<file path="src/sv/task_scheduler_semaphore_engine_top_assert.svh">
// Assertion macros for the task scheduler and semaphore engine.
// Used by the top level; depends on nothing else.
`ifndef TASK_SCHEDULER_SEMAPHORE_ENGINE_TOP_ASSERT_SVH
`define TASK_SCHEDULER_SEMAPHORE_ENGINE_TOP_ASSERT_SVH
// Implication checked on every rising clock edge outside reset.
`define TSE_ASSERT_IMP(label, lhs, rhs) \
  label: assert property (@(posedge clk) disable iff (rst) (lhs) |-> (rhs)) \
    else $error("assertion failed");
// Next-cycle implication checked outside reset.
`define TSE_ASSERT_NEXT(label, lhs, rhs) \
  label: assert property (@(posedge clk) disable iff (rst) (lhs) |=> (rhs)) \
    else $error("assertion failed");
`endif

</file>
<file path="src/sv/tse_pkg.sv">
// Shared types and constants of the task scheduler and semaphore engine.
// No dependencies.
`timescale 1ns / 1ps
package tse_pkg;
  localparam int TasksDef = 12;
  localparam int SemaphoresDef = 5;
  localparam int QueueDepthDef = 5;
  localparam logic [15:0] COUNT_MAX = 16'hFFFF;

  typedef enum logic [3:0] {
    M_TICK = 4'd0, M_SCHED = 4'd1, M_SLEEP = 4'd2, M_WAIT = 4'd3, M_POST = 4'd4,
    M_RESTART = 4'd5, M_STOP = 4'd6, M_SETPRI = 4'd7, M_INITSEM = 4'd8
  } mode_t;

  typedef enum logic [2:0] {
    ST_INVALID = 3'd0, ST_UNRUN = 3'd1, ST_READY = 3'd2, ST_DELAYED = 3'd3,
    ST_BLOCKED = 3'd4, ST_KILLED = 3'd5
  } tstate_t;

  typedef enum logic [1:0] {
    E_OK = 2'd0, E_QFULL = 2'd1, E_NORUN = 2'd2, E_RANGE = 2'd3
  } err_t;

  localparam logic CFG_PREEMPT = 1'b0;
  localparam logic CFG_PRIO = 1'b1;

  typedef struct packed {
    logic [3:0] task_out;
    logic       task_valid;
    logic       fresh_start;
    logic       switch_request;
    logic [1:0] error;
  } result_t;
endpackage

</file>
<file path="src/sv/task_scheduler_semaphore_engine_top.sv">
// Top level of the task scheduler and semaphore engine.
// Depends on tse_pkg and task_scheduler_semaphore_engine_top_assert.svh.
`timescale 1ns / 1ps
// One item at a time; s_tready is low while an item is at work. The mode of an item
// travels on s_tuser, and the task_valid flag of a result on m_tuser. Tick, schedule
// and stop/restart/post (queue removal) walk the task table or a wait queue through
// one shared sequencer step per cycle. Tick walks the table once; schedule in priority
// mode walks it once for the best priority and then scans for a task that has it, round
// robin scans at most once; queue removal walks the wait queue; other modes take one step.
// A finished result sits in an output register; s_tready rises the cycle after the
// result is registered, once that register is free or being read.
module task_scheduler_semaphore_engine_top #(
  parameter int TASKS = tse_pkg::TasksDef,
  parameter int SEMAPHORES = tse_pkg::SemaphoresDef,
  parameter int QUEUE_DEPTH = tse_pkg::QueueDepthDef
) (
  input  logic        clk,
  input  logic        rst,
  input  logic        s_tvalid,
  output logic        s_tready,
  // task_index[3:0], sem_index[6:4], value[38:7], new_priority[41:39]
  input  logic [47:0] s_tdata,
  // mode[3:0]
  input  logic [3:0]  s_tuser,
  output logic        m_tvalid,
  input  logic        m_tready,
  // task_out[3:0], fresh_start[4], switch_request[5], error[7:6]
  output logic [7:0]  m_tdata,
  // task_valid[0]
  output logic        m_tuser,
  input  logic        cfg_we,
  input  logic        cfg_index,
  input  logic        cfg_data
);
  import tse_pkg::*;
  localparam int TW = 4;
  localparam int SW = 3;
  localparam int QW = (QUEUE_DEPTH > 1) ? $clog2(QUEUE_DEPTH) : 1;
  localparam int LW = $clog2(QUEUE_DEPTH + 1);
  localparam int CW = $clog2(2 * TASKS + 2);

  typedef enum logic [2:0] {S_IDLE, S_TICK, S_BEST, S_SCAN, S_SIMPLE, S_DEQ, S_DONE}
    fsm_t;

  fsm_t state;
  logic preempt_enable, priority_mode;
  tstate_t task_state [TASKS];
  logic [2:0] task_priority [TASKS];
  logic [31:0] task_ticks [TASKS];
  logic [SW-1:0] task_wait_sem [TASKS];
  logic task_waiting [TASKS];
  logic [15:0] sem_count [SEMAPHORES];
  logic [LW-1:0] sem_queue_len [SEMAPHORES];
  logic [TW-1:0] sem_queue [SEMAPHORES][QUEUE_DEPTH];
  logic [TW-1:0] current_task, last_pick;

  logic [3:0] mode;
  logic [TW-1:0] ti, scan_t, deq_t, pick;
  logic [SW-1:0] si, deq_s;
  logic [31:0] val;
  logic [2:0] np;
  logic [3:0] best;
  logic [CW-1:0] cnt;
  logic [QW-1:0] qpos;
  logic deq_hit, deq_post;
  result_t res;
  logic out_full;
  logic [TW-1:0] cur;
  logic [TW-1:0] first_t;
  logic [TW-1:0] head_t;
  logic runnable_s;
  logic simple_deq;

  assign s_tready = (state == S_IDLE) && (!out_full || m_tready);
  assign m_tvalid = out_full;
  assign m_tdata = {res.error, res.switch_request, res.fresh_start, res.task_out};
  assign m_tuser = res.task_valid;

  assign cur = (int'(current_task) >= TASKS) ? current_task - TW'(TASKS) : current_task;
  assign first_t = (int'(last_pick) == TASKS - 1) ? '0 : last_pick + 1'b1;
  assign head_t = (int'(sem_queue[si][0]) >= TASKS) ? sem_queue[si][0] - TW'(TASKS)
                                                    : sem_queue[si][0];
  assign runnable_s = task_state[scan_t] == ST_UNRUN || task_state[scan_t] == ST_READY;
  assign deq_s = task_wait_sem[deq_t];

  always_comb begin
    case (mode)
      M_POST: simple_deq = int'(si) < SEMAPHORES && sem_queue_len[si] != '0;
      M_RESTART: simple_deq = int'(ti) < TASKS;
      M_STOP: simple_deq = int'(ti) < TASKS && task_state[ti] != ST_INVALID;
      default: simple_deq = 1'b0;
    endcase
  end

  always_ff @(posedge clk) begin
    if (rst) begin
      state <= S_IDLE;
      out_full <= 1'b0;
      preempt_enable <= 1'b0;
      priority_mode <= 1'b0;
      for (int t = 0; t < TASKS; t++) begin
        task_state[t] <= ST_INVALID;
        task_priority[t] <= 3'd7;
        task_ticks[t] <= 32'd0;
        task_wait_sem[t] <= '0;
        task_waiting[t] <= 1'b0;
      end
      for (int s = 0; s < SEMAPHORES; s++) begin
        sem_count[s] <= '0;
        sem_queue_len[s] <= '0;
      end
      current_task <= '0;
      last_pick <= TW'(TASKS - 1);
    end else begin
      if (cfg_we) begin
        if (cfg_index == CFG_PREEMPT) preempt_enable <= cfg_data;
        else priority_mode <= cfg_data;
      end
      if (m_tvalid && m_tready) out_full <= 1'b0;
      case (state)
        S_IDLE: begin
          if (s_tvalid && s_tready) begin
            mode <= s_tuser;
            ti <= s_tdata[3:0];
            si <= s_tdata[6:4];
            val <= s_tdata[38:7];
            np <= s_tdata[41:39];
            res <= '0;
            cnt <= '0;
            best <= 4'd8;
            scan_t <= (s_tuser == M_SCHED && !priority_mode) ? first_t : '0;
            case (s_tuser)
              M_TICK: state <= S_TICK;
              M_SCHED: state <= priority_mode ? S_BEST : S_SCAN;
              default: state <= S_SIMPLE;
            endcase
          end
        end
        S_TICK: begin
          if (task_state[scan_t] == ST_DELAYED) begin
            if (task_ticks[scan_t] == 32'd0) task_state[scan_t] <= ST_READY;
            else task_ticks[scan_t] <= task_ticks[scan_t] - 32'd1;
          end
          scan_t <= scan_t + 1'b1;
          if (int'(scan_t) == TASKS - 1) begin
            res.switch_request <= preempt_enable;
            state <= S_DONE;
          end
        end
        S_BEST: begin
          if (runnable_s && {1'b0, task_priority[scan_t]} < best)
            best <= {1'b0, task_priority[scan_t]};
          if (int'(scan_t) == TASKS - 1) begin
            state <= S_SCAN;
            scan_t <= first_t;
          end else scan_t <= scan_t + 1'b1;
        end
        S_SCAN: begin
          if (runnable_s && (!priority_mode || {1'b0, task_priority[scan_t]} == best)) begin
            res.fresh_start <= task_state[scan_t] == ST_UNRUN;
            task_state[scan_t] <= ST_READY;
            last_pick <= scan_t;
            current_task <= scan_t;
            res.task_out <= scan_t;
            res.task_valid <= 1'b1;
            state <= S_DONE;
          end else if (cnt == CW'(TASKS - 1)) begin
            res.error <= E_NORUN;
            state <= S_DONE;
          end else begin
            cnt <= cnt + 1'b1;
            scan_t <= (int'(scan_t) == TASKS - 1) ? '0 : scan_t + 1'b1;
          end
        end
        S_SIMPLE: begin
          state <= simple_deq ? S_DEQ : S_DONE;
          deq_post <= (mode == M_POST);
          qpos <= '0;
          deq_hit <= 1'b0;
          case (mode)
            M_SLEEP: if (task_state[cur] == ST_READY) begin
              task_ticks[cur] <= val;
              task_state[cur] <= ST_DELAYED;
              res.switch_request <= 1'b1;
            end
            M_WAIT: begin
              if (int'(si) >= SEMAPHORES) res.error <= E_RANGE;
              else if (task_state[cur] == ST_READY) begin
                if (sem_count[si] != 16'd0) sem_count[si] <= sem_count[si] - 16'd1;
                else if (sem_queue_len[si] >= LW'(QUEUE_DEPTH)) res.error <= E_QFULL;
                else begin
                  sem_queue[si][QW'(sem_queue_len[si])] <= cur;
                  sem_queue_len[si] <= sem_queue_len[si] + 1'b1;
                  task_wait_sem[cur] <= si;
                  task_waiting[cur] <= 1'b1;
                  task_state[cur] <= ST_BLOCKED;
                  res.switch_request <= 1'b1;
                end
              end
            end
            M_POST: begin
              if (int'(si) >= SEMAPHORES) res.error <= E_RANGE;
              else if (sem_queue_len[si] != '0) deq_t <= head_t;
              else if (sem_count[si] < COUNT_MAX) sem_count[si] <= sem_count[si] + 16'd1;
            end
            M_RESTART, M_STOP: begin
              if (int'(ti) >= TASKS) res.error <= E_RANGE;
              else deq_t <= ti;
            end
            M_SETPRI: if (int'(ti) >= TASKS) res.error <= E_RANGE;
              else task_priority[ti] <= np;
            M_INITSEM: if (int'(si) >= SEMAPHORES) res.error <= E_RANGE;
              else sem_count[si] <= val[15:0];
            default: ;
          endcase
        end
        S_DEQ: begin
          if (!task_waiting[deq_t] || int'(deq_s) >= SEMAPHORES ||
              LW'(qpos) >= sem_queue_len[deq_s] || int'(qpos) == QUEUE_DEPTH - 1
              && !deq_hit && sem_queue[deq_s][qpos] != deq_t) begin
            if (task_waiting[deq_t] && int'(deq_s) < SEMAPHORES && deq_hit)
              sem_queue_len[deq_s] <= sem_queue_len[deq_s] - 1'b1;
            task_waiting[deq_t] <= 1'b0;
            task_wait_sem[deq_t] <= '0;
            if (deq_post) begin
              task_state[deq_t] <= ST_READY;
              res.task_out <= deq_t;
              res.task_valid <= 1'b1;
            end else if (mode == M_RESTART) task_state[deq_t] <= ST_UNRUN;
            else task_state[deq_t] <= ST_KILLED;
            state <= S_DONE;
          end else begin
            if (deq_hit || sem_queue[deq_s][qpos] == deq_t) begin
              deq_hit <= 1'b1;
              if (int'(qpos) + 1 < QUEUE_DEPTH)
                sem_queue[deq_s][qpos] <= sem_queue[deq_s][QW'(int'(qpos) + 1)];
            end
            if (int'(qpos) + 1 < QUEUE_DEPTH) qpos <= qpos + 1'b1;
            else begin
              if (deq_hit || sem_queue[deq_s][qpos] == deq_t)
                sem_queue_len[deq_s] <= sem_queue_len[deq_s] - 1'b1;
              task_waiting[deq_t] <= 1'b0;
              task_wait_sem[deq_t] <= '0;
              if (deq_post) begin
                task_state[deq_t] <= ST_READY;
                res.task_out <= deq_t;
                res.task_valid <= 1'b1;
              end else if (mode == M_RESTART) task_state[deq_t] <= ST_UNRUN;
              else task_state[deq_t] <= ST_KILLED;
              state <= S_DONE;
            end
          end
        end
        S_DONE: begin
          if (!out_full || m_tready) begin
            out_full <= 1'b1;
            state <= S_IDLE;
          end
        end
        default: state <= S_IDLE;
      endcase
    end
  end

  assign pick = scan_t;

`include "task_scheduler_semaphore_engine_top_assert.svh"
  `TSE_ASSERT_IMP(a_busy_not_ready, state != S_IDLE, !s_tready)
  `TSE_ASSERT_NEXT(a_accept_busy, s_tvalid && s_tready, state != S_IDLE)
  `TSE_ASSERT_IMP(a_fresh_valid, m_tvalid && res.fresh_start, res.task_valid)
  `TSE_ASSERT_IMP(a_pick_range, state == S_SCAN, int'(pick) < TASKS)
endmodule

</file>
<file path="config.mk">
export PLATFORM = sky130hd
export DESIGN_NAME = task_scheduler_semaphore_engine_top
export DESIGN_NICKNAME = d
export VERILOG_FILES = /design/src/sv/tse_pkg.sv /design/src/sv/task_scheduler_semaphore_engine_top.sv
export VERILOG_INCLUDE_DIRS = /design/src /design/src/sv
export SDC_FILE = /design/constraint.sdc
export NUM_CORES = 1
export LEC_CHECK = 0
export ABC_AREA = 0
export BUFFER_PORTS_ARGS = -buffer_cell sky130_fd_sc_hd__buf_4
export CORE_UTILIZATION = 30
export CTS_CLUSTER_DIAMETER = 150
export DETAILED_ROUTE_END_ITERATION = 8
export PLACE_DENSITY = 0.42
export SYNTH_ARGS = -nofsm -noshare
export SYNTH_HDL_FRONTEND = slang
export SYNTH_SLANG_ARGS = --single-unit
</file>
<file path="constraint.sdc">
create_clock -name clk -period 7 [get_ports clk]
set_input_delay 0 -clock clk [delete_from_list [all_inputs] [get_ports clk]]
set_output_delay 0 -clock clk [all_outputs]
set_load 0.05 [all_outputs]
</file>
==> impl_metrics.json, run 1 <==
{
  "status": "finished, final reports clean",
  "nFillCells": 15023,
  "multiInputGateArea_um2": 16000,
  "synth-xor-area-share_pct": 0.954,
  "cts_tree": "built",
  "required_ps": 7440,
  "max_cap_viol_count": 0,
  "top_layer_used": "met5",
  "netlist_area_um2": 47600,
  "grt_max_degree": 58,
  "ys_ff_latch": 1029,
  "final_cells": 5820,
  "root_buffer": "clkbuf_16",
  "rows": 145,
  "synth_top_family_by_area": "multiplexers",
  "die_height_um": 400,
  "regArea_um2": 30600,
  "synth.distinct_cells": 91,
  "slowest_stage": "or4b_2",
  "nets": 3754,
  "core_um2": 157000,
  "cts_max_path_buffers": 3,
  "critPathKind": "reg2reg",
  "yosysSeqAreaShare_pct": 64.3,
  "slew_violations": 0,
  "dr_total_vias": 29309,
  "yosys.area_share.simple_pct": 11.4,
  "maxSlewHeadroom_pct": 19.3,
  "cp_slowest_stage_delay_ps": 1000,
  "holdCritStartpoint": "s_tdata[5]",
  "io_pins": 70,
  "ir_drop_mv": 0.226,
  "post_cts_resized": 0,
  "clk-insertion-delay-late_ps": 750,
  "wl_met3_um": 6250,
  "tns_ps": 0,
  "overflow": 0,
  "min_path_type": "in2reg",
  "regToRegSetupSlack_ps": 870,
  "drt-met1-wl_um": 65100,
  "grt_first_pass_wirelength_um": 213000,
  "cp.depth": 18,
  "grtUsageTotal_pct": 18.0,
  "syn_inst": 3388,
  "gp_congestion": 0.831,
  "crit_buf_inv": 2,
  "postCtsSetupBuffers": 0,
  "wirelength_um": 145000,
  "grt_pass1_vias": 30229,
  "avgSynthCellArea_um2": 14.1,
  "timing.rr.end": "sem_count[6][12]",
  "synthMuxAreaShare_pct": 15.2,
  "ys_async_sr_fraction_pct": 0,
  "worstPathArrival_ps": 6570,
  "grt_setup_unrepaired": "false",
  "antenna_found_initial": 2,
  "firstDrtPassIters": 6,
  "finalHoldViolCount": 0,
  "cts.clk_slew.worst_paths_ps": 60,
  "yosysWarnings": 0,
  "cp_common_cell": "a21oi_1",
  "crit_path_end_kind": "register",
  "setup_viol": 0,
  "synth_edf_count": 1001,
  "synth-compound-area-share_pct": 4.39,
  "cts_max_level": 3,
  "fin_skew_ps": 47.1,
  "portBuffers": 63,
  "leakage_uw": 0.0197,
  "met2_length_um": 70600,
  "period_share_pct": 87.6,
  "ff2ff_path_depth": 18,
  "die_w_um": 400,
  "cts_buffers": 117,
  "hpwl_um": 95600,
  "path_cells": "buf_4 > mux4_2 > mux2i_1 > nand2_1 > or4b_2 > fa_1 > a21o_1 > a21oi_1 > o21bai_1 > a21oi_1 > o21bai_1 > a21oi_1 > o21ai_0 > a21oi_1 > o21ai_0 > xor2_1 > mux2i_1 > inv_1",
  "routedWlPerCell_um": 24.9,
  "fin_crit_ps": 6130,
  "drive_above_1_share_pct": 20.9,
  "worst_pin_slew_ps": 1210,
  "worstPathMaxFanout": 20,
  "dp.cells": 5512,
  "endpoint": "sem_count[6][12]",
  "synthFlopType": "edfxtp_1",
  "yosys.area_share.adder_pct": 0.830,
  "die-area_um2": 160000,
  "viasPerCell": 5.04,
  "detail-route-antenna-nets": 0,
  "critPathLaunchType": "register",
  "drc": 0,
  "power_density_nw_per_um2": 374,
  "clock-sinks": 1029,
  "start_util_pct": 30.3,
  "drt_iter0_drc": 2257,
  "syn_to_final_growth_pct": 18.3,
  "crit_family": "compound AO/OA/AOI/OAI gates",
  "fmax_mhz": 163
}
Yosys cell counts (all sizes together), types with 6 or more instances:
master  count  area, µm²
and2       14       87.6
a21oi      88        467
o31ai      11        110
mux2i     104       1090
a221oi      6       58.8
clkbuf    161        604
nor4       29        181
mux4      258       5810
nor4b       7       61.3
nor2b      26        163
nand2b     39        244
nand3      29        145
o21ai      66        345
a211oi     19        143
nand4      10       62.6
buf        69        377
a21o        6       45.0
and3       20        125
ha         30        375
mux2       28        319
nor2      690       2590
nor3b       9       67.6
a22oi      13       97.6
a311oi      8       70.1
o21a        6       45.0
dfxtp      28        561
a31oi      18        125
edfxtp   1001      30100
or2        33        206
inv       106        403
xor2       23        209
or3        10       62.6
nand2     216        811
nor3       83        425
xnor2      28        245
power by group:
group / internal (µW) / switching, µW / leakage (µW)
Clock: 3580 / 2600 / 0.00186
Sequential: 7610 / 472 / 0.0100
Combinational: 2600 / 4190 / 0.00789
Total: 13800 / 7260 / 0.0197
layout make-up:
cell class              count  area share [%]
diodes                      2         0.00889
clock buffers             145            5.49
clock inverters            70            1.32
inverters                 107           0.724
multi-input cells        2090            28.4
flip-flops and latches   1029            54.4
well taps                2058            4.57
repair buffers            319            5.06
worst min-delay path by stage:
stage               to  slack [ps]  cells after the start
2_1_floorplan  mode[0]         100                      0
3_3_place_gp   val[26]         180                      1
3_5_place_dp   val[28]         180                      1
4_1_cts          ti[1]           3                      2
5_1_grt          ti[1]          30                      2
6_report         si[1]          60                      2
sequential cells by signal (all words and copies together), names as in the netlist, 5 cells and up, named ones only:
name and cells:
task_priority 48, task_state 48, task_ticks 512, sem_queue_len 24
sem_queue 100, m_tdata 8, task_waiting 16, val 32
sem_count 128, cnt 5, task_wait_sem 48
stage by stage:
stage	util (%)	setup slack, ps	cell area [µm²]	total power [µW]	hold WS (ps)
5_1_grt	35.9	305	56300	22100	28.3
3_5_place_dp	32.9	762	51600	15100	179
2_1_floorplan	-	975	47900	12600	98.9
3_3_place_gp	32.9	758	51600	15100	178
6_report	35.9	870	56300	21000	60.2
4_1_cts	35.9	721	56300	21300	3.47
repair_timing:
item,in CTS,in global routing
hold endpoints to repair,82,0
setup endpoints to repair,0,0
hold buffers,91,0
worst register-to-register path, cell delays in order, from the launching register on:
cell and delay (ps):
dfxtp_4 620, buf_4 330, mux4_2 530, mux2i_1 360
nand2_1 240, or4b_2 1000, fa_1 580, a21o_1 180
a21oi_1 220, o21bai_1 90, a21oi_1 220, o21bai_1 100
a21oi_1 270, o21ai_0 120, a21oi_1 190, o21ai_0 120
xor2_1 150, mux2i_1 410, inv_1 130
layout by cell type, fill, tap and decap left out, types with 10 or more instances in the layout:
cell           Yosys  final
a211oi_1          19     19
a21oi_1           83     82
a22oi_1           13     13
a31oi_1           16     16
and2_1            14     14
and3_1            20     20
buf_12             0     18
buf_4              7    210
bufinv_16          0     12
clkbuf_1         161     23
clkbuf_16          0    118
clkinv_1           1     26
clkinv_2           0     20
conb_1             1     69
dfxtp_1           28     22
dlygate4sd3_1      0     91
edfxtp_1        1001   1001
ha_1              30     30
inv_1            103    103
mux2_2            26     26
mux2i_1           99     98
mux4_2           258    258
nand2_1          216    195
nand2_2            0     21
nand2b_1          39     39
nand3_1           29     28
nand4_1           10     10
nor2_1           690    688
nor2b_1           26     23
nor3_1            81     81
nor4_1            29     28
o21ai_0           53     50
o21ai_1           11     11
or2_2             33     33
or3_1             10     10
xnor2_1           28     28
xor2_1            22     22
metal layers:
metal  vias to the layer above  GRT usage, %
met4                         2          4.56
met1                     15194          24.6
li1                      13244             -
met5                         -             0
met3                       185          2.52
met2                       684          30.2
kinds of logic after synthesis:
kind of cell / count (synthesis)
and+or+nand+nor: 1240
DFF: 1029
muxes: 390
buffers and inverters: 337
AOI/OAI and AO/OA: 309
xor gates and xnor gates: 51
adders and majority gates: 31
other: 1
No activity file was read; power rests on OpenSTA's default activity.
==> run 2, diff against run 1 <==
- BUFFER_PORTS_ARGS: -buffer_cell sky130_fd_sc_hd__buf_4 -> not set
- DONT_BUFFER_PORTS: not set -> 1
==> impl_metrics.json, run 2 (synthesized netlist as in run 1, its figures left out) <==
{
  "final_util_pct": 35.7,
  "critPathLaunchType": "register",
  "internal_power_uw": 13800,
  "mostFrequentLayoutCells": "edfxtp_1, nor2_1, mux4_2",
  "finalHoldViolCount": 0,
  "seq_power_share_pct": 38.8,
  "cp_common_cell": "a21oi_1",
  "status": "finished, final reports clean",
  "hold_depth": 4,
  "clock-sinks": 1029,
  "cts_buffers": 119,
  "worstPathArrival_ps": 6600,
  "largestRegisters": "task_ticks (512), sem_count (128), sem_queue (100)",
  "drt_iter0_drc": 2225,
  "wirelength_um": 143000,
  "nFillCells": 15195,
  "largest_reg_flops": 512,
  "hpwl_um": 94900,
  "worstPathMaxFanout": 24,
  "crit_family": "compound AO/OA/AOI/OAI gates",
  "required_ps": 7430,
  "grt_use_met2_pct": 29.6,
  "regMostFlops": "task_ticks",
  "setup_viol": 0,
  "overflow": 0,
  "firstDrtPassIters": 5,
  "grt_max_degree": 69,
  "hold_ws_ps": 94.7,
  "drc": 0,
  "regArea_um2": 30600,
  "nets": 3701,
  "cts_max_level": 3,
  "core_um2": 157000,
  "viasPerCell": 5.06,
  "die_height_um": 400,
  "p_switching_uw": 7290,
  "pwr-share-comb_pct": 31.0,
  "drive_above_1_share_pct": 19.8,
  "die_w_um": 400,
  "crit_buf_inv": 1,
  "cts_max_path_buffers": 3,
  "die-area_um2": 160000,
  "diodes": 0,
  "cts.clk_slew.worst_paths_ps": 60,
  "grtUsageTotal_pct": 17.8,
  "detail-route-antenna-nets": 0,
  "cts_tree": "built",
  "worst_pin_slew_ps": 1220,
  "min_path_type": "in2reg",
  "period_share_pct": 88.1,
  "maxSlewHeadroom_pct": 16.4,
  "cp.depth": 18,
  "grt_pass1_vias": 29628,
  "clk-insertion-delay-late_ps": 790,
  "path_cells": "mux4_2 > mux2i_1 > ha_1 > nand2_1 > or4b_2 > fa_1 > a21o_1 > a21oi_1 > o21bai_1 > a21oi_1 > o21bai_1 > a21oi_1 > o21ai_0 > a21oi_1 > o21ai_0 > xor2_1 > mux2i_1 > inv_1",
  "rows": 145,
  "ff2ff_path_depth": 18,
  "fmax_mhz": 162,
  "start_util_pct": 30.3,
  "busiest_layer": "met2",
  "leakage_uw": 0.0195,
  "grt_setup_unrepaired": "false",
  "fin_skew_ps": 97.8,
  "grt_first_pass_wirelength_um": 210000,
  "critPathKind": "reg2reg",
  "antenna_found_initial": 11,
  "io_pins": 70,
  "multiInputGateArea_um2": 16000,
  "root_buffer": "clkbuf_16",
  "cp_slowest_stage_delay_ps": 980,
  "regToRegSetupSlack_ps": 840,
  "fin_crit_ps": 6160,
  "final_common_cell": "edfxtp_1",
  "slowest_stage": "or4b_2",
  "crit_path_end_kind": "register",
  "tns_ps": 0,
  "met3_usage_pct": 2.46,
  "portBuffers": 0,
  "dr_total_vias": 29174,
  "syn_to_final_growth_pct": 17.8,
  "slew_violations": 0,
  "gp_congestion": 0.811,
  "p_clk_share_pct": 30.2,
  "swShare_pct": 34.6,
  "routedWlPerCell_um": 24.9,
  "power_density_nw_per_um2": 375,
  "grtUsageMet1_pct": 24.4,
  "ir_drop_mv": 0.245,
  "max_cap_viol_count": 0
}
## run 2: cell types whose count changed in the layout (fill, tap and decap cells not counted), sizes merged
| cell | previous run | this run |
|---|---|---|
| diode | 2 | 0 |
| buf | 228 | 162 |
| dlygate4sd3 | 91 | 102 |
| clkinv | 49 | 57 |
| clkinvlp | 5 | 7 |
| clkbuf | 145 | 144 |
| inv | 111 | 110 |
## run 2: metal layers
metal,up-vias,share of wire (%)
met3,206,4.2
met5,-,0.040
met2,678,49
met4,8,2.2
met1,15138,45
li1,13144,-
## run 2: what timing repair did
| action | CTS | global route |
|---|---|---|
| setup buffers | 0 | 0 |
| gates resized for setup | 0 | 0 |
| endpoints found under the hold margin | 188 | 0 |
| hold buffers | 103 | 0 |
## run 2: power groups by stage
stage	Sequential, µW	Combinational (µW)	Clock [µW]
after detailed placement	8330	6550	0
final	8170	6530	6350
after CTS	8200	6650	6510
after global placement	8320	6580	0
after global routing	8240	7150	6730
after floorplan	7880	4710	0
## run 2: stage by stage
step / instance area (µm²) / worst slack [ps] / cells / total power, µW
2_1_floorplan: 47900 / 975 / 3456 / 12600
3_3_place_gp: 51000 / 700 / 5445 / 14900
3_5_place_dp: 51000 / 736 / 5445 / 14900
4_1_cts: 56100 / 710 / 5771 / 21300
5_1_grt: 56100 / 292 / 5771 / 22100
6_report: 56100 / 836 / 5771 / 21000
## run 2: cell type report
class / count / area share, %
well taps: 2058 / 4.59
flip-flops and latches: 1029 / 54.6
clock buffers: 144 / 5.53
inverters: 107 / 0.727
clock inverters: 79 / 1.62
multi-input cells: 2090 / 28.5
repair buffers: 264 / 4.35
## run 2: tightest hold or removal path, delay by kind of cell
family / cells / cell delay, ps
simple gates: 2 / 170
buf+inv: 1 / 550
mux: 1 / 70
## run 2: path summary, 6_finish.rpt
kind	from	endpoint
max reg2reg	register	sem_count[6][12]
max	register	sem_count[6][12]
min	cfg_we	preempt_enable
min reg2reg	last_pick[1]	last_pick[1]
==> run 3, diff against run 2 <==
- PLACE_DENSITY: 0.42 -> 0.43
- clock period: 7 -> 5.42 ns (I/O delays scaled with it)
==> impl_metrics.json, run 3 (synthesized netlist as in run 1, its figures left out) <==
{
  "critPathLaunchType": "register",
  "required_ps": 5830,
  "largest_reg_flops": 512,
  "fin_skew_ps": 85.5,
  "final_util_pct": 36.8,
  "maxSlewHeadroom_pct": 23.6,
  "detail-route-antenna-nets": 0,
  "clock-sinks": 1029,
  "portBuffers": 0,
  "dr_total_vias": 29841,
  "cts_tree": "built",
  "drt_iter0_drc": 2422,
  "die_w_um": 400,
  "crit_path_end_kind": "register",
  "critPathKind": "reg2reg",
  "finalHoldViolCount": 0,
  "grt_max_degree": 56,
  "clk-insertion-delay-late_ps": 770,
  "postLayoutCellArea_um2": 57800,
  "wirelength_um": 146000,
  "firstDrtPassIters": 7,
  "worstPathMaxFanout": 13,
  "crit_buf_inv": 6,
  "final_common_cell": "edfxtp_1",
  "setup_viol": 0,
  "start_util_pct": 30.3,
  "slew_violations": 0,
  "cp_common_cell": "nor2_1",
  "cts_max_path_buffers": 3,
  "nets": 3834,
  "cts_max_level": 3,
  "grtUsageMet1_pct": 26.0,
  "fmax_mhz": 192,
  "crit_family": "compound AO/OA/AOI/OAI gates",
  "largestRegisters": "task_ticks (512), sem_count (128), sem_queue (100)",
  "met3_usage_pct": 2.29,
  "power_density_nw_per_um2": 487,
  "hpwl_um": 97800,
  "cts_buffers": 121,
  "slowest_stage": "mux4_2",
  "viasPerCell": 5.05,
  "leakage_uw": 0.0204,
  "syn_to_final_growth_pct": 21.4,
  "drc": 0,
  "overflow": 0,
  "cp_slowest_stage_delay_ps": 550,
  "antenna_found_initial": 3,
  "path_cells": "buf_12 > mux4_2 > mux2_2 > mux2i_4 > buf_12 > nor2_1 > nor2_1 > nor2_1 > a311oi_1 > a31oi_1 > inv_1 > ha_1 > nand2b_1 > a21o_1 > a21o_1 > or2_2 > a21oi_2 > buf_6 > nor2_1 > a211oi_2 > buf_4 > a311o_1 > a21boi_0 > buf_4",
  "busiest_layer": "met2",
  "grtUsageTotal_pct": 18.1,
  "grt_use_met2_pct": 28.8,
  "rows": 145,
  "ir_drop_mv": 0.268,
  "period_share_pct": 96.1,
  "gp_congestion": 0.860,
  "placed_area_um2": 52500,
  "grt_first_pass_wirelength_um": 214000,
  "max_cap_viol_count": 0,
  "root_buffer": "clkbuf_16",
  "worstPathArrival_ps": 5620,
  "cts.clk_slew.worst_paths_ps": 60,
  "core_um2": 157000,
  "routedWlPerCell_um": 24.7,
  "die-area_um2": 160000,
  "regMostFlops": "task_ticks",
  "status": "finished, final reports clean",
  "io_pins": 70,
  "grt_pass1_vias": 30313,
  "die_height_um": 400,
  "mostFrequentLayoutCells": "edfxtp_1, nor2_1, mux4_2",
  "min_path_type": "in2reg",
  "fin_crit_ps": 5210,
  "worst_pin_slew_ps": 1140,
  "drive_above_1_share_pct": 22.6
}
## run 3: tightest hold or removal path, cell delays in order
cell     delay, ps
nor2_1          60
nand4_1        130
buf_4          130
o21ai_4        200
## run 3: timing repair
item,in CTS,in global routing
setup buffers,0,9
hold buffers,110,0
setup endpoints to repair,0,231
resized for setup,0,16
hold endpoints to repair,239,0
## run 3: through the flow
step / std cells / setup WS (ps) / hold slack [ps] / total power, µW / TNS (ps)
2_1_floorplan: 3456 / -38.1 / 98.9 / 16300 / -457
3_3_place_gp: 5560 / 80.4 / 98.9 / 19900 / 0
3_5_place_dp: 5560 / 151 / 98.9 / 19800 / 0
4_1_cts: 5900 / 85.2 / 78.1 / 28400 / 0
5_1_grt: 5909 / -3.24 / 40.2 / 29500 / -8.78
6_report: 5911 / 210 / 3.93 / 28200 / 0
## run 3: path summary, 6_finish.rpt
path | start | to | slack [ps] | depth (start not counted)
setup / recovery | register | task_wait_sem[8][2] | 210 | 24
hold / removal | rst | sem_queue[0][18] | 4 | 4
setup reg to reg | register | task_wait_sem[8][2] | 210 | 24
hold reg to reg | last_pick[1] | last_pick[1] | 530 | 2
## run 3: cell type report
class                           instances  area [µm²]
Clock buffer                          148        3190
Antenna cell                            2        5.00
Tap cell                             2058        2570
Fill cell                           14918       99100
Inverter                              107         408
Multi-Input combinational cell       2090       16100
Clock inverter                         82         906
Sequential cell                      1029       30600
Timing Repair Buffer                  395        4020
## run 3: per-layer routing
metal  vias to the layer above  part of all wire (%)
li1                      13421                     -
met1                     15490                    47
met2                       752                    47
met3                       178                   4.7
met4                         0                   2.0
met5                         -                     0
## run 3: power breakdown
part / internal, µW / total (µW) / switching, µW
sequential: 9830 / 10400 / 536
combinational: 3700 / 9370 / 5670
clock: 4980 / 8420 / 3440
total: 18500 / 28200 / 9650
